--- src/hw/rtl/lrs_pkg.sv ---
// ----------------------------------------------------------------------------
// lrs_pkg
// Types, register indexes and backoff constants shared by the link reconnect
// supervisor and its port checker.
// ----------------------------------------------------------------------------
package lrs_pkg;

  localparam int unsigned TimeW    = 32;
  localparam int unsigned NumRegs  = 6;
  localparam int unsigned CfgIdxW  = 3;

  // configuration register indexes
  localparam logic [CfgIdxW-1:0] RegInitialBackoff = 3'd0;
  localparam logic [CfgIdxW-1:0] RegMaxBackoff     = 3'd1;
  localparam logic [CfgIdxW-1:0] RegAttemptTimeout = 3'd2;
  localparam logic [CfgIdxW-1:0] RegOfflineRestart = 3'd3;
  localparam logic [CfgIdxW-1:0] RegMinUptime      = 3'd4;
  localparam logic [CfgIdxW-1:0] RegReportInterval = 3'd5;

  // register reset values
  localparam logic [TimeW-1:0] InitialBackoffRst = 32'd5000;
  localparam logic [TimeW-1:0] MaxBackoffRst     = 32'd60000;
  localparam logic [TimeW-1:0] AttemptTimeoutRst = 32'd20000;
  localparam logic [TimeW-1:0] OfflineRestartRst = 32'd300000;
  localparam logic [TimeW-1:0] MinUptimeRst      = 32'd120000;
  localparam logic [TimeW-1:0] ReportIntervalRst = 32'd60000;

  // backoff ladder steps
  localparam logic [TimeW-1:0] LadderStepA = 32'd15000;
  localparam logic [TimeW-1:0] LadderStepB = 32'd30000;

  typedef struct packed {
    logic [TimeW-1:0] now_ms;
    logic             disconnect_event;
    logic             address_event;
    logic             link_up;
    logic             abort_raises_event;
  } lrs_in_t;

  typedef struct packed {
    logic             start_attempt;
    logic             abort_attempt;
    logic             restart_request;
    logic             offline_report;
    logic [TimeW-1:0] attempt_total;
  } lrs_out_t;

  // next rung of the backoff ladder, capped at the top
  function automatic logic [TimeW-1:0] ladder_next(input logic [TimeW-1:0] cur,
                                                   input logic [TimeW-1:0] top);
    logic [TimeW-1:0] nxt;
    if (cur < LadderStepA) begin
      nxt = LadderStepA;
    end else if (cur < LadderStepB) begin
      nxt = LadderStepB;
    end else begin
      nxt = top;
    end
    if (nxt > top) begin
      nxt = top;
    end
    return nxt;
  endfunction

endpackage

--- src/hw/rtl/link_reconnect_supervisor.sv ---
// ----------------------------------------------------------------------------
// link_reconnect_supervisor
// Per-tick reconnect supervision: retry backoff, attempt timeout, offline
// reports and a one-shot restart request.
// ----------------------------------------------------------------------------
//  channel | signals                          | dir | moves
//  in      | in_valid/in_ready/in_data        | in  | one tick request
//  out     | out_valid/out_ready/out_data     | out | one result per tick
//  cfg     | cfg_valid/cfg_ready/cfg_index,   | in  | register write
//          | cfg_data                         |     |
//
// Each tick goes from input to result through an input register, then
// the decision logic that updates state and loads the result register.
// One tick is accepted per cycle while the output side keeps up; a stalled
// result holds the result register and, one tick later, the input register.
// Synchronous active-high reset clears state and reloads register defaults.
// Configuration writes are always accepted (cfg_ready is tied high).
// ----------------------------------------------------------------------------
module link_reconnect_supervisor (
  input  logic                             clk,
  input  logic                             rst,
  input  logic                             in_valid,
  output logic                             in_ready,
  input  lrs_pkg::lrs_in_t                 in_data,
  output logic                             out_valid,
  input  logic                             out_ready,
  output lrs_pkg::lrs_out_t                out_data,
  input  logic                             cfg_valid,
  output logic                             cfg_ready,
  input  logic [lrs_pkg::CfgIdxW-1:0]      cfg_index,
  input  logic [lrs_pkg::TimeW-1:0]        cfg_data
);

  localparam int unsigned W = lrs_pkg::TimeW;

  // configuration registers
  logic [W-1:0] initial_backoff, max_backoff, attempt_timeout;
  logic [W-1:0] offline_restart, min_uptime, report_interval;

  // supervision state
  logic         attempt_active;
  logic [W-1:0] attempt_started_at;
  logic [W-1:0] next_due_at;
  logic [W-1:0] current_backoff;
  logic [W-1:0] attempt_counter;
  logic         first_connect_pending;
  logic         skip_next_backoff;
  logic [W-1:0] offline_since;
  logic [W-1:0] last_report_at;
  logic         restart_armed;

  logic         attempt_active_next;
  logic [W-1:0] attempt_started_at_next;
  logic [W-1:0] next_due_at_next;
  logic [W-1:0] current_backoff_next;
  logic [W-1:0] attempt_counter_next;
  logic         first_connect_pending_next;
  logic         skip_next_backoff_next;
  logic [W-1:0] offline_since_next;
  logic [W-1:0] last_report_at_next;
  logic         restart_armed_next;

  // pipeline registers
  logic               tick_vld;
  lrs_pkg::lrs_in_t   tick;
  logic               res_vld;
  lrs_pkg::lrs_out_t  res;
  lrs_pkg::lrs_out_t  res_next;
  logic               advance;

  assign advance   = !res_vld || out_ready;
  assign in_ready  = !tick_vld || advance;
  assign out_valid = res_vld;
  assign out_data  = res;
  assign cfg_ready = 1'b1;

  // configuration writes, unknown indexes ignored
  always_ff @(posedge clk) begin
    if (rst) begin
      initial_backoff <= lrs_pkg::InitialBackoffRst;
      max_backoff     <= lrs_pkg::MaxBackoffRst;
      attempt_timeout <= lrs_pkg::AttemptTimeoutRst;
      offline_restart <= lrs_pkg::OfflineRestartRst;
      min_uptime      <= lrs_pkg::MinUptimeRst;
      report_interval <= lrs_pkg::ReportIntervalRst;
    end else if (cfg_valid) begin
      unique case (cfg_index)
        lrs_pkg::RegInitialBackoff: initial_backoff <= cfg_data;
        lrs_pkg::RegMaxBackoff:     max_backoff     <= cfg_data;
        lrs_pkg::RegAttemptTimeout: attempt_timeout <= cfg_data;
        lrs_pkg::RegOfflineRestart: offline_restart <= cfg_data;
        lrs_pkg::RegMinUptime:      min_uptime      <= cfg_data;
        lrs_pkg::RegReportInterval: report_interval <= cfg_data;
        default: ;
      endcase
    end
  end

  // input register
  always_ff @(posedge clk) begin
    if (rst) begin
      tick_vld <= 1'b0;
    end else if (in_ready) begin
      tick_vld <= in_valid;
    end
  end

  always_ff @(posedge clk) begin
    if (in_ready && in_valid) begin
      tick <= in_data;
    end
  end

  // tick decision: events first, then offline handling
  always_comb begin
    logic [W-1:0] offline_ms;
    logic [W-1:0] since_report;
    logic [W-1:0] since_start;
    logic [W-1:0] since_due;
    offline_ms                 = '0;
    since_report               = '0;
    since_start                = '0;
    since_due                  = '0;
    attempt_active_next        = attempt_active;
    attempt_started_at_next    = attempt_started_at;
    next_due_at_next           = next_due_at;
    current_backoff_next       = current_backoff;
    attempt_counter_next       = attempt_counter;
    first_connect_pending_next = first_connect_pending;
    skip_next_backoff_next     = skip_next_backoff;
    offline_since_next         = offline_since;
    last_report_at_next        = last_report_at;
    restart_armed_next         = restart_armed;
    res_next                   = '0;

    // disconnect event
    if (tick.disconnect_event) begin
      attempt_active_next = 1'b0;
      if (offline_since_next == '0) begin
        offline_since_next  = tick.now_ms;
        last_report_at_next = '0;
      end
      if (skip_next_backoff_next) begin
        skip_next_backoff_next = 1'b0;
      end else if (!tick.link_up) begin
        next_due_at_next     = tick.now_ms + current_backoff_next;
        current_backoff_next = lrs_pkg::ladder_next(current_backoff_next, max_backoff);
      end
    end

    // got-address event
    if (tick.address_event) begin
      attempt_active_next        = 1'b0;
      first_connect_pending_next = 1'b0;
      current_backoff_next       = initial_backoff;
      offline_since_next         = '0;
      last_report_at_next        = '0;
      restart_armed_next         = 1'b1;
    end

    // link down: reports, restart, timeout, new attempt
    if (!tick.link_up) begin
      if (offline_since_next == '0) begin
        offline_since_next  = tick.now_ms;
        last_report_at_next = '0;
      end
      offline_ms   = tick.now_ms - offline_since_next;
      since_report = tick.now_ms - last_report_at_next;
      since_start  = tick.now_ms - attempt_started_at_next;
      since_due    = tick.now_ms - next_due_at_next;
      if (offline_ms >= report_interval &&
          (last_report_at_next == '0 || since_report >= report_interval)) begin
        last_report_at_next     = tick.now_ms;
        res_next.offline_report = 1'b1;
      end
      if (restart_armed_next && offline_ms >= offline_restart &&
          tick.now_ms >= min_uptime) begin
        restart_armed_next       = 1'b0;
        res_next.restart_request = 1'b1;
      end else if (attempt_active_next) begin
        if (since_start >= attempt_timeout) begin
          attempt_active_next    = 1'b0;
          skip_next_backoff_next = tick.abort_raises_event;
          next_due_at_next       = tick.now_ms + current_backoff_next;
          current_backoff_next   = lrs_pkg::ladder_next(current_backoff_next, max_backoff);
          res_next.abort_attempt = 1'b1;
        end
      end else if (first_connect_pending_next || !since_due[W-1]) begin
        first_connect_pending_next = 1'b0;
        attempt_counter_next       = attempt_counter_next + W'(1);
        attempt_active_next        = 1'b1;
        attempt_started_at_next    = tick.now_ms;
        res_next.start_attempt     = 1'b1;
      end
    end
    res_next.attempt_total = attempt_counter_next;
  end

  // state and result update
  always_ff @(posedge clk) begin
    if (rst) begin
      res_vld               <= 1'b0;
      attempt_active        <= 1'b0;
      attempt_started_at    <= '0;
      next_due_at           <= '0;
      current_backoff       <= lrs_pkg::InitialBackoffRst;
      attempt_counter       <= '0;
      first_connect_pending <= 1'b1;
      skip_next_backoff     <= 1'b0;
      offline_since         <= '0;
      last_report_at        <= '0;
      restart_armed         <= 1'b1;
    end else if (advance) begin
      res_vld <= tick_vld;
      if (tick_vld) begin
        attempt_active        <= attempt_active_next;
        attempt_started_at    <= attempt_started_at_next;
        next_due_at           <= next_due_at_next;
        current_backoff       <= current_backoff_next;
        attempt_counter       <= attempt_counter_next;
        first_connect_pending <= first_connect_pending_next;
        skip_next_backoff     <= skip_next_backoff_next;
        offline_since         <= offline_since_next;
        last_report_at        <= last_report_at_next;
        restart_armed         <= restart_armed_next;
      end
    end
  end

  always_ff @(posedge clk) begin
    if (advance && tick_vld) begin
      res <= res_next;
    end
  end

endmodule

--- config.mk ---
export PLATFORM = sky130hd
export DESIGN_NAME = link_reconnect_supervisor
export DESIGN_NICKNAME = d
export VERILOG_FILES = /design/src/hw/rtl/lrs_pkg.sv /design/src/hw/rtl/link_reconnect_supervisor.sv
export SDC_FILE = /design/constraint.sdc
export NUM_CORES = 2
export LEC_CHECK = 0
export ABC_CLOCK_PERIOD_IN_PS = 21300
export BUFFER_PORTS_ARGS = -buffer_cell sky130_fd_sc_hd__buf_2
export CAP_MARGIN = 20
export CORE_UTILIZATION = 40
export DETAILED_ROUTE_END_ITERATION = 8
export GPL_TIMING_DRIVEN = 0
export SLEW_MARGIN = 20
export SYNTH_ARGS = -nofsm -noshare
export SYNTH_HDL_FRONTEND = slang
export SYNTH_SLANG_ARGS = --single-unit
--- constraint.sdc ---
create_clock -name clk -period 21.3 [get_ports clk]
set_input_delay 1.065 -clock clk [delete_from_list [all_inputs] [get_ports clk]]
set_output_delay 1.065 -clock clk [all_outputs]
set_load 0.05 [all_outputs]
==> summary.md <==
| Metric | Value |
|---|---|
| Status | finished, violations left |
| Violated checks | design-rule violations |
| GPL Wtd Cong | 0.996 |
| Mapped Nets | 4,607 |
| Logic pwr share | 30.4% |
| Cell variety after synth | 96 |
| Startpoint type of the worst setup path | flop |
| Yosys warns | 0 |
| Top Usage Layer GRT | met2 |
| Antenna violations before repair | 2 |
| FP Rows | 104 |
| Min-Delay Path Depth | 2 |
| Worst VDD drop | 59.2 µV |
| Top_reg_cell synth | dfxtp_1 |
| Fmax | 81.5 MHz |
| CP max FO | 10 |
| Worst endpoint data arrival time | 12.75 ns |
| Total CTS buffers | 53 |
| Post-synthesis register bit count | 462 |
| Post-route ant nets | 0 |
| Final Setup Violations | 0 |
| Syn Inst Count | 4,124 |
| DRC | 33 |
| Nets | 4,777 |
| Max_slew headroom | 20.6% |
| Setup_tns | 0 ns |
| Post-CTS setup buffers | 0 |
| I/O pins | around 120 |
| Pin count of the biggest net entering global routing | 45 |
| Clk Latency, worst-skew pair | ~0.64 ns |
| Root Driver | clkbuf_16 |
| R2r startpoint | tick[2] |
| Worst clock skew | 0.0329 ns |
| Global-route track usage on met2 | around 44% |
| Die Width | 288 µm |
| Pre-antenna DRT Iters | 9 |
| Met3 GRT Util | 4.37% |
| Worst-Margin Slew | 1.19 ns |
| Lkg Pwr | ~0.015 µW |
| CTS sink cnt | approximately 460 |
| Switching Fraction | about a third |
| Hold Path Origin | offline_restart[23] |
| Post-synthesis sequential area ratio | a little under a third |
| Clock power frac | around a third |
| Total track usage | 29.0% |
| CTS H-tree lvls | 2 |
| Avg WL per Cell | around 23 µm |
| Clock Path Buffers | 3 |
| Layout cell share with drive strength beyond 1 | 6.41% |
| Post-CTS Hold Fix Bufs | 0 |
| Final Hold Fails | 0 |
| Unrepaired setup endpoints after global routing | no |
| Maxcap violations | 0 |
| Final hold slack | around 0.45 ns |
| CTS clk-pin slew, worst paths | approximately 0.060 ns |
| Reg2Reg Capture Point | current_backoff[14] |
| Drt first-iter violations | 3,192 |
| Power per cell area | 77.6 mW/mm² |
| Die Area | about 0.083 mm² |
| Slowest stage delay, CP | 0.78 ns |
| Post-CTS resize count | 0 |
| Worst r2r path cells | 42 |
| Final Max Slew Viols | 0 |
| Synthesized cell area | approximately 0.033 mm² |
| Proportion of power drawn by flip-flops and latches | about a third |
| Vias per inst | 5.79 |
| Part of the cycle the worst path needs | a little under three fifths |
| PortBufs | between 100 and 150 |
| Die height | 288 µm |
| Net Sw Power | approximately 1000 µW |
| Post-synth EDFFs | ~70 |
| Most frequent CP cell | a21oi_1 |
| Kind of critical path | reg -> reg |
| Overflow after GRT | 0 |
| First-pass GRT wire length | between 150,000 and 200,000 µm |
| Worst Path Required | 21.78 ns |
| Final wirelength | 123,000 µm |
| Async SR Flop Fraction | 0% |
| Initial Util | 40.6% |
| Internal power | 1840 µW |
| CTS tree | done |
| Fill count | 8,105 |
| Met1 Resource Use GR | 40.3% |
| Endpoint of the worst hold path | offline_restart[23] |
| Vias in the first global route | 28,600 |
| Via Count | 31,300 |
| Mean post-synth cell area | 7.95 µm² |
| Nature of the critical path endpoint | flop |
| Post-layout minimum cycle time | 12.27 ns |
| Worst hold path type | reg -> reg |
| DPL Wire Length | 92,400 µm |
| Flop2flop setup slack | roughly 9.0 ns |
| Slowest CP cell | buf_1 |
| Area Overhead vs Synth | 11.8% |
| Placeable Area | 0.0808 mm² |
## cells by family after synthesis
| logic type | count (synthesis) | synth area share (%) |
|---|---|---|
| fa+ha+maj | 407 | 15.6 |
| mux | 36 | 1.11 |
| compound gates | 1126 | 22.3 |
| flops | 462 | 30.4 |
| xor+xnor | 184 | 4.92 |
| buf+inv | 457 | 5.37 |
| simple gates | 1451 | 20.2 |
| other cells | 1 | 0.0114 |
## per-layer routing
metal / wire length [µm] / up-vias
li1: - / 15000
met1: 54500 / 14800
met2: 52500 / 1277
met3: 10400 / 219
met4: 5920 / 0
met5: 0 / -
## final cells by class
class | instances | area [µm²] | share of cell area (%)
Multi-Input combinational cell | 3205 | 21100 | 57.5
Sequential cell | 462 | 9970 | 27.2
Clock buffer | 65 | 1440 | 3.94
Tap cell | 1060 | 1330 | 3.62
Inverter | 262 | 983 | 2.68
Buffer | 195 | 782 | 2.13
Timing Repair Buffer | 115 | 616 | 1.68
Clock inverter | 35 | 445 | 1.22
Antenna cell | 4 | 10.0 | 0.0273
## worst max path at each step
| stage | start | to | depth (start not counted) |
|---|---|---|---|
| 2_1_floorplan | tick[2] | attempt_counter[27] | 40 |
| 3_3_place_gp | tick[2] | attempt_started_at[26] | 39 |
| 3_5_place_dp | tick[2] | attempt_started_at[26] | 39 |
| 4_1_cts | tick[2] | attempt_started_at[26] | 39 |
| 5_1_grt | tick[2] | attempt_started_at[24] | 39 |
| 6_report | tick[2] | current_backoff[14] | 42 |
## cells in the final DEF, fill, tap and decap left out, types with 36 or more instances in the layout
cell | netlist | final
edfxtp_1 | 72 | 72
xnor2_1 | 134 | 134
a22oi_1 | 73 | 73
nor2_1 | 367 | 367
inv_1 | 259 | 259
nand4_1 | 44 | 44
clkbuf_16 | 0 | 54
a21o_1 | 100 | 100
nor3_1 | 113 | 113
o21a_1 | 41 | 41
nand2b_1 | 43 | 43
a21oi_1 | 415 | 415
a211oi_1 | 39 | 39
nand3b_1 | 37 | 37
xor2_1 | 50 | 50
ha_1 | 402 | 402
dfxtp_1 | 390 | 390
a22o_1 | 36 | 36
clkbuf_1 | 164 | 169
nor2b_1 | 50 | 50
nand3_1 | 68 | 68
o21ai_0 | 166 | 166
buf_2 | 7 | 119
nand2_1 | 569 | 569
## metrics by stage
step                      utilization, %  instances  worst slack [ns]  total power [µW]  area (µm²)
after floorplan                        -       4124             13.05              1570       32800
after global placement              42.9       5296              9.14              1830       34700
after detailed placement            43.0       5299              9.31              1840       34700
after CTS                           45.3       5399              9.28              2830       36600
after global routing                45.3       5399              8.54              2970       36600
final                               45.3       5403              9.03              2840       36600
## critical path, delay by kind of cell, from the launching register on
family / cells / cell delay, ns
buffers and inverters: 7 / 3.65
multiplexers: 1 / 0.24
adder cells (fa/ha/maj): 2 / 0.65
AND/OR/NAND/NOR: 6 / 0.91
flip-flops: 1 / 0.42
AO/OA/AOI/OAI: 25 / 5.84
XOR/XNOR: 1 / 0.34
## Yosys cell counts (all sizes together) (22+ instances only)
master,count,area (µm²)
o21a,41,308
a31oi,34,213
xor2,50,438
nor3,114,576
inv,262,983
ha,402,5030
edfxtp,72,2160
nor2,368,1380
nand4,44,275
and3,30,188
buf,31,163
nand3b,37,278
o21ai,178,902
clkbuf,164,616
o31ai,22,179
nand2,571,2150
nand2b,43,269
a211o,23,201
nor4,32,200
a21o,100,751
a22oi,73,548
and2,22,138
mux2i,34,340
xnor2,134,1170
nor2b,50,313
a21oi,417,2110
a211oi,42,338
nand3,68,340
a22o,36,315
dfxtp,390,7810
## power groups by stage
stage	logic (µW)	registers (µW)	clock network, µW
after global placement	834	994	0
final	866	978	1000
after CTS	851	974	1010
after detailed placement	846	993	0
after floorplan	596	977	0
after global routing	950	978	1040
No activity file was read; power rests on OpenSTA's default activity.
